## src/design/cqf_pkg.sv

```systemverilog
// ----------------------------------------------------------------------------
// cqf_pkg: shared types and constants for the circular queue FIFO
// Action and status codes, the result word and the controller states.
// ----------------------------------------------------------------------------
package cqf_pkg;

  localparam int DEPTH_DEF = 8;
  localparam int DATA_W    = 32;

  // action codes on the item channel; code 3 is unused and ignored
  localparam logic [1:0] ACT_ENQ     = 2'd0;
  localparam logic [1:0] ACT_DEQ     = 2'd1;
  localparam logic [1:0] ACT_DISPLAY = 2'd2;

  typedef enum logic [1:0] {
    STAT_OK        = 2'd0,
    STAT_OVERFLOW  = 2'd1,
    STAT_UNDERFLOW = 2'd2,
    STAT_EMPTY     = 2'd3
  } status_t;

  typedef enum logic {
    S_IDLE,
    S_WALK
  } state_t;

  typedef struct packed {
    status_t                    status;
    logic signed [DATA_W-1:0]   data;
    logic                       last;
  } res_t;

endpackage

```

## src/design/cqf_ram.sv

```systemverilog
// ----------------------------------------------------------------------------
// cqf_ram: generic single-port-write, single-port-read RAM
// One write and one read per cycle, read data registered.
// ----------------------------------------------------------------------------
module cqf_ram #(
  parameter int WIDTH = cqf_pkg::DATA_W,
  parameter int DEPTH = cqf_pkg::DEPTH_DEF
) (
  input  logic                     clk,
  input  logic                     we,
  input  logic [$clog2(DEPTH)-1:0] waddr,
  input  logic [WIDTH-1:0]         wdata,
  input  logic                     re,
  input  logic [$clog2(DEPTH)-1:0] raddr,
  output logic [WIDTH-1:0]         rdata
);

  logic [WIDTH-1:0] mem [DEPTH];

  always_ff @(posedge clk) begin
    if (we) begin
      mem[waddr] <= wdata;
    end
    if (re) begin
      rdata <= mem[raddr];
    end
  end

endmodule

```

## src/design/cqf_obuf.sv

```systemverilog
// ----------------------------------------------------------------------------
// cqf_obuf: two-entry output buffer
// Decouples result delivery from the controller; exposes its fill count.
// ----------------------------------------------------------------------------
module cqf_obuf (
  input  logic           clk,
  input  logic           rst,
  input  logic           push,
  input  cqf_pkg::res_t  push_word,
  output logic [1:0]     count,
  output logic           result_valid,
  input  logic           result_stall,
  output cqf_pkg::res_t  head_word
);

  cqf_pkg::res_t mem [2];
  logic          wr_ptr;
  logic          rd_ptr;
  logic          pop;

  assign result_valid = (count != 2'd0);
  assign pop          = result_valid && !result_stall;
  assign head_word    = mem[rd_ptr];

  always_ff @(posedge clk) begin
    if (rst) begin
      wr_ptr <= 1'b0;
      rd_ptr <= 1'b0;
      count  <= 2'd0;
    end else begin
      if (push) begin
        wr_ptr <= !wr_ptr;
      end
      if (pop) begin
        rd_ptr <= !rd_ptr;
      end
      count <= count + {1'b0, push} - {1'b0, pop};
    end
  end

  always_ff @(posedge clk) begin
    if (push) begin
      mem[wr_ptr] <= push_word;
    end
  end

endmodule

```

## src/design/circular_queue_fifo.sv

```systemverilog
// ----------------------------------------------------------------------------
// circular_queue_fifo: circular FIFO of signed 32-bit words
// Enqueue / dequeue / display over a RAM-backed ring with head and tail.
// ----------------------------------------------------------------------------
// The queue words live in a DEPTH-entry RAM with a registered read;
// head, tail and occupancy are flops. Items are taken one at a time. An
// enqueue writes the tail slot and its status word is queued in the same
// cycle; a dequeue reads the head slot and its word comes out of the RAM in
// the next cycle. A display walks the ring from head, one RAM read per stored
// element, and emits one word per element with last set on the final one.
// Overflow, underflow, empty display and the unused action code need no RAM
// read. A display holds the item side while it accepts the item, issues its
// reads and waits for the last word to land. A read is only issued when the
// output buffer has room for it and for the word still in flight, so even
// with the result side taking every word at once the walk must wait between
// some reads; result stalls stretch it further.
// A two-entry output buffer sits between the controller and the result port,
// so the next item can be taken while a result still waits.
// ----------------------------------------------------------------------------
module circular_queue_fifo #(
  parameter int DEPTH = cqf_pkg::DEPTH_DEF
) (
  input  logic                              clk,
  input  logic                              rst,
  // item channel
  input  logic                              item_valid,
  output logic                              item_stall,
  input  logic [1:0]                        action,
  input  logic signed [cqf_pkg::DATA_W-1:0] value,
  // result channel
  output logic                              result_valid,
  input  logic                              result_stall,
  output logic [1:0]                        status,
  output logic signed [cqf_pkg::DATA_W-1:0] data,
  output logic                              last
);

  localparam int AW = $clog2(DEPTH);
  localparam int CW = $clog2(DEPTH + 1);

  // ring pointers and fill level
  logic [AW-1:0]    head, head_next;
  logic [AW-1:0]    tail, tail_next;
  logic [CW-1:0]    occ, occ_next;

  // display walk
  cqf_pkg::state_t  state, state_next;
  logic [AW-1:0]    walk_pos, walk_pos_next;
  logic [CW-1:0]    walk_left, walk_left_next;

  // a RAM read is in flight; its word lands next cycle
  logic             rd_pending, rd_pending_next;
  logic             rd_last, rd_last_next;

  // RAM side
  logic                       ram_we;
  logic                       ram_re;
  logic [AW-1:0]              ram_raddr;
  logic [cqf_pkg::DATA_W-1:0] ram_rdata;

  // output buffer side
  logic                       push;
  cqf_pkg::res_t              push_word;
  cqf_pkg::res_t              out_word;
  logic [1:0]                 ob_count;

  logic                       accept;
  logic                       room;
  logic                       q_empty;
  logic                       q_full;

  function automatic logic [AW-1:0] wrap_inc(input logic [AW-1:0] p);
    return (p == AW'(DEPTH - 1)) ? '0 : p + 1'b1;
  endfunction

  assign q_empty = (occ == '0);
  assign q_full  = (occ == CW'(DEPTH));

  // room for one more word, counting the one still coming out of the RAM
  assign room = (ob_count + {1'b0, rd_pending}) < 2'd2;

  // take an item only when idle, no read in flight and output room (interlock:
  // the RAM is never read and written by two different items in the same cycle)
  assign item_stall = !((state == cqf_pkg::S_IDLE) && !rd_pending && room);
  assign accept     = item_valid && !item_stall;

  // ---------------- next state ----------------
  always_comb begin
    state_next = state;
    unique case (state)
      cqf_pkg::S_IDLE: begin
        if (accept && (action == cqf_pkg::ACT_DISPLAY) && !q_empty) begin
          state_next = cqf_pkg::S_WALK;
        end
      end
      cqf_pkg::S_WALK: begin
        if (room && (walk_left == CW'(1))) begin
          state_next = cqf_pkg::S_IDLE;
        end
      end
      default: state_next = cqf_pkg::S_IDLE;
    endcase
  end

  // ---------------- outputs and datapath ----------------
  always_comb begin
    ram_we          = 1'b0;
    ram_re          = 1'b0;
    ram_raddr       = walk_pos;
    push            = 1'b0;
    push_word       = '{status: cqf_pkg::STAT_OK, data: '0, last: 1'b1};
    head_next       = head;
    tail_next       = tail;
    occ_next        = occ;
    walk_pos_next   = walk_pos;
    walk_left_next  = walk_left;
    rd_pending_next = 1'b0;
    rd_last_next    = rd_last;

    // word returning from the RAM
    if (rd_pending) begin
      push      = 1'b1;
      push_word = '{status: cqf_pkg::STAT_OK, data: ram_rdata, last: rd_last};
    end

    unique case (state)
      cqf_pkg::S_IDLE: begin
        if (accept) begin
          unique case (action)
            cqf_pkg::ACT_ENQ: begin
              push = 1'b1;
              if (q_full) begin
                push_word.status = cqf_pkg::STAT_OVERFLOW;
              end else begin
                ram_we    = 1'b1;
                tail_next = wrap_inc(tail);
                occ_next  = occ + 1'b1;
              end
            end
            cqf_pkg::ACT_DEQ: begin
              if (q_empty) begin
                push             = 1'b1;
                push_word.status = cqf_pkg::STAT_UNDERFLOW;
              end else begin
                ram_re          = 1'b1;
                ram_raddr       = head;
                head_next       = wrap_inc(head);
                occ_next        = occ - 1'b1;
                rd_pending_next = 1'b1;
                rd_last_next    = 1'b1;
              end
            end
            cqf_pkg::ACT_DISPLAY: begin
              if (q_empty) begin
                push             = 1'b1;
                push_word.status = cqf_pkg::STAT_EMPTY;
              end else begin
                walk_pos_next  = head;
                walk_left_next = occ;
              end
            end
            default: ;  // unused code: no result, no change
          endcase
        end
      end
      cqf_pkg::S_WALK: begin
        if (room) begin
          ram_re          = 1'b1;
          ram_raddr       = walk_pos;
          walk_pos_next   = wrap_inc(walk_pos);
          walk_left_next  = walk_left - 1'b1;
          rd_pending_next = 1'b1;
          rd_last_next    = (walk_left == CW'(1));
        end
      end
      default: ;
    endcase
  end

  always_ff @(posedge clk) begin
    if (rst) begin
      state      <= cqf_pkg::S_IDLE;
      head       <= '0;
      tail       <= '0;
      occ        <= '0;
      rd_pending <= 1'b0;
    end else begin
      state      <= state_next;
      head       <= head_next;
      tail       <= tail_next;
      occ        <= occ_next;
      rd_pending <= rd_pending_next;
    end
  end

  // walk position, count and last flag are only meaningful when in use
  always_ff @(posedge clk) begin
    walk_pos  <= walk_pos_next;
    walk_left <= walk_left_next;
    rd_last   <= rd_last_next;
  end

  cqf_ram #(
    .WIDTH (cqf_pkg::DATA_W),
    .DEPTH (DEPTH)
  ) u_ram (
    .clk   (clk),
    .we    (ram_we),
    .waddr (tail),
    .wdata (value),
    .re    (ram_re),
    .raddr (ram_raddr),
    .rdata (ram_rdata)
  );

  cqf_obuf u_obuf (
    .clk          (clk),
    .rst          (rst),
    .push         (push),
    .push_word    (push_word),
    .count        (ob_count),
    .result_valid (result_valid),
    .result_stall (result_stall),
    .head_word    (out_word)
  );

  assign status = out_word.status;
  assign data   = out_word.data;
  assign last   = out_word.last;

endmodule

```

## config.mk

```make
export PLATFORM = sky130hd
export DESIGN_NAME = circular_queue_fifo
export DESIGN_NICKNAME = d
export VERILOG_FILES = /design/src/design/cqf_pkg.sv /design/src/design/cqf_ram.sv /design/src/design/cqf_obuf.sv /design/src/design/circular_queue_fifo.sv
export SDC_FILE = /design/constraint.sdc
export NUM_CORES = 1
export LEC_CHECK = 0
export BUFFER_PORTS_ARGS = -buffer_cell sky130_fd_sc_hd__buf_2
export CAP_MARGIN = 5
export CORE_ASPECT_RATIO = 0.5
export CORE_MARGIN = 5
export CORE_UTILIZATION = 43
export CTS_CLUSTER_SIZE = 25
export DETAILED_ROUTE_END_ITERATION = 12
export PLACE_DENSITY = 0.55
export SYNTH_ARGS = -nofsm -noshare
export SYNTH_HDL_FRONTEND = slang
export SYNTH_SLANG_ARGS = --single-unit
```

## constraint.sdc

```tcl
create_clock -name clk -period 5.5 [get_ports clk]
set_input_delay 0.825 -clock clk [delete_from_list [all_inputs] [get_ports clk]]
set_output_delay 0.825 -clock clk [all_outputs]
set_load 0.005 [all_outputs]
```

==> run metrics <==
commonest cells in the netlist=366 x edfxtp_1, 128 x a211oi_1, 73 x inv_1; H-tree level count=2; post-CTS setup buffer count=0; Worst Path Required=approximately 5.8 ns; core region area=between 30000 and 40000 um^2; overall die height=approximately 150 um; simple logic cell fraction of the synthesized area=5.67%; aggregate global-route resource usage=19.5%; number of design rule violations left after detail routing=0; CP Buf/Inv Count=2; top-count cell post-synth=edfxtp_1; Fmax achieved=~250 MHz; worst reg2reg setup slack=between 1.5 and 2 ns; area fraction in compound gates after synthesis=between 10% and 20%; post-CTS sizing=0; Post-Layout Inst Area=approximately 18000 um^2; normalized max-slew margin=around 25%; global-route wire length before repair=between 60000 and 70000 um; Crit path max-delay family=simple AND/OR/NAND/NOR gates; Die Outline Area=between 40000 and 50000 um^2; RSZ-0062 raised after global routing=no; vias after detailed routing=around 9400; first-pass iteration count of the detailed router=5; maximum VDD drop=~0.2 mV; biggest fanout along the worst timing path=30; proportion of power drawn by combinational gates=between 10% and 20%; transition at the pin with the smallest max-transition slack=1.13 ns; Clk network pwr share=between 30% and 40%; Total Nets Final=between 1000 and 1500; Setup Skew=between 0.01 and 0.015 ns; max-slew violation total from the final report=0; HP Class=flop to flop; dominant combinational cell family by area after synthesis=compound AO/OA/AOI/OAI gates; CTS tree=yes; worst stage delay on the critical path=0.97 ns; TNS Setup=0 ns; result of the run=finished clean; Hold Crit Start=u_obuf.rd_ptr$_SDFFE_PP0P_; number of cell rows=a little under 50; floorplan die width=approximately 280 um; number of cells on the worst reg-to-reg path=7; startpoint of the most critical register-to-register path=occ[3]$_SDFFE_PP0P_; Pwr Density=around 380 nW/um^2; biggest area consumer among synthesized cells=edfxtp_1; clock buffer depth=3; overall routed net length=~40000 um; total of endpoints with negative setup slack in the final report=0; #FFs+latches synth=between 300 and 400; endpoint of the worst register-to-register path=u_ram.rdata[7]$_DFFE_PP_; number of buffers added by the clock tree synthesis step=37; final clock period utilization by the worst path=a little under three quarters; Area after DPL=between 15000 and 20000 um^2; clock period minus final worst setup slack=3.94 ns; main area contributors after synthesis=edfxtp_1 69%, a211oi_1 6.0%, o221a_1 4.2%, mux2_2 2.6%, dfxtp_1 2.1%; global placer's final weighted congestion=0.772; Static Leak=a little over 6 nW; tightest hold margin=roughly 0.53 ns; leftover overflow at the end of global routing=0; xor/xnor share of the synthesized area=less than 1%; share of synthesized registers carrying an async set or reset=0%; Synth top area share=69.1%; element type at the critical path end=flop; largest net degree at the start of global routing=~50; register clock-pin slew on the reported worst setup and hold paths=0.06 ns; DPL Wire Length=22500 um; mux contribution to synthesized area=roughly 3.1%; syn_area_per_cell=approximately 15 um^2; instance count of the mapped netlist=roughly 1000; worst hold path stage count=2; Int Pwr=around 5.2 mW; number of hold buffers added after CTS=0; Cell variety after synth=50; worst path arrival time=4.20 ns; vias per std cell=approximately 5.8; initial core utilization=between 40 and 50%; Iteration-0 DRC Markers=910; clock root cell=clkbuf_16; number of violations of the max-capacitance limit=0; final number of hold-violating endpoints=0; proportion of power drawn by flip-flops and latches=between 40% and 50%; antenna viol nets, final=0; worst-path cell chain=or4_1 -> o211ai_4 -> buf_4 -> mux2i_4 -> buf_4 -> a211oi_1 -> or4_1; commonest register cell after synthesis=edfxtp_1; cell type of the slowest stage on the worst timing path=mux2i_4; Boundary Pins=75; synthesis warning total=0; number of sinks driven by the clock tree=about 380; post-synthesis share of cell area spent on full adders, half adders and majority gates=1.31%; number of synthesized flops with an enable pin=between 300 and 400; via count of the first global-routing pass=~9500; Area Overhead vs Synth=13.8%; source-to-sink clock delay at the later pin of the worst-skew pair=between 0.5 and 0.6 ns; fraction of the yosys area taken by sequential cells=71.3%; sum of internal, switching and leakage power=approximately 7.0 mW; switching portion of total power=25.0%; ratio of cells with drive above 1 in the final layout=between 10% and 20%; count of input and output buffers=74; post-detailed-route wirelength per cell=approximately 25 um; Worst Setup Start Kind=flop; synthesized area=between 15000 and 20000 um^2; number of antenna violations at the first check in global routing=5; syn_nets=1100; classification of the worst setup path=flop to flop; NetSw=1.74 mW
==> sequential cells by signal, indices dropped and copies added (netlist names), named ones only <==
signal         count
occ                4
rd_last            1
head               3
u_obuf.wr_ptr      1
state              1
u_obuf.mem        70
rd_pending         1
walk_left          4
tail               3
u_ram.rdata       32
walk_pos           3
u_ram.mem        256
u_obuf.count       2
u_obuf.rd_ptr      1
==> layout by cell type, fill, tap and decap left out, drive strengths merged, types with 8 or more instances in the layout <==
cell type,instances
o221a,64
clkinv,16
clkbuf,44
nor2,22
or4,33
buf,102
nor3,9
mux2,37
nand2,19
inv,75
a21oi,48
nand2b,8
ha,15
dfxtp,17
edfxtp,366
and2,33
a211oi,129
o22ai,33
mux2i,8
==> worst reg2reg max path, stage by stage, from the launching register on <==
cell	delay, ns
dfxtp_1	0.41
or4_1	0.63
o211ai_4	0.25
buf_4	0.44
mux2i_4	0.99
buf_4	0.40
a211oi_1	0.09
or4_1	0.48
==> worst max-delay path by stage <==
stage / depth (start not counted) / slack (ns) / end / startpoint
3_3_place_gp: 10 / 1.26 / u_ram.rdata[2]$_DFFE_PP_ / action[1]
6_report: 7 / 1.56 / u_ram.rdata[7]$_DFFE_PP_ / occ[3]$_SDFFE_PP0P_
4_1_cts: 7 / 1.61 / u_ram.rdata[6]$_DFFE_PP_ / occ[3]$_SDFFE_PP0P_
3_5_place_dp: 10 / 1.20 / u_ram.rdata[30]$_DFFE_PP_ / action[1]
5_1_grt: 7 / 1.50 / u_ram.rdata[3]$_DFFE_PP_ / occ[3]$_SDFFE_PP0P_
2_1_floorplan: 3 / 0.50 / u_ram.mem[0][0]$_DFFE_PP_ / item_valid
==> kinds of logic (layout without fill, tap and decap cells) <==
family,Yosys count,in the layout
flip-flops,383,383
AO/OA/AOI/OAI,288,288
buffers and inverters,158,242
AND/OR/NAND/NOR,147,147
multiplexers,45,45
adder cells (fa/ha/maj),16,16
XOR/XNOR,9,9
other,0,3
==> power groups by stage <==
| stage | combinational, mW | sequential [mW] | clock (mW) |
|---|---|---|---|
| 4_1_cts | 0.979 | 3.43 | 2.61 |
| 3_5_place_dp | 0.975 | 3.49 | 0 |
| 5_1_grt | 1.06 | 3.44 | 2.74 |
| 3_3_place_gp | 0.960 | 3.49 | 0 |
| 2_1_floorplan | 0.629 | 3.44 | 0 |
| 6_report | 0.970 | 3.43 | 2.56 |
==> metrics by stage <==
| stage | instances | setup slack, ns | util, % |
|---|---|---|---|
| floorplan | 1046 | 0.496 | - |
| global placement | 1547 | 1.26 | 46.6 |
| detailed placement | 1547 | 1.20 | 46.6 |
| CTS | 1614 | 1.61 | 49.9 |
| global route | 1615 | 1.50 | 49.9 |
| finish | 1617 | 1.56 | 50.0 |
==> layout make-up <==
class | instances | area [um^2]
fill | 3014 | 18100
sequential | 383 | 11300
multi-input combinational | 505 | 4070
clock buffer | 44 | 995
timing repair buffer | 102 | 606
tap | 484 | 606
inverter | 73 | 274
clock inverter | 23 | 215
antenna | 3 | 7.51
==> metal layers <==
layer / global-route usage, % / vias to the layer above / wire length, um
met5: 0 / - / 13
met2: 28.4 / 327 / 17300
met1: 29.7 / 4736 / 19100
met4: 4.43 / 2 / 761
li1: - / 4284 / -
met3: 4.95 / 61 / 3470
No activity file was read; power rests on OpenSTA's default activity.
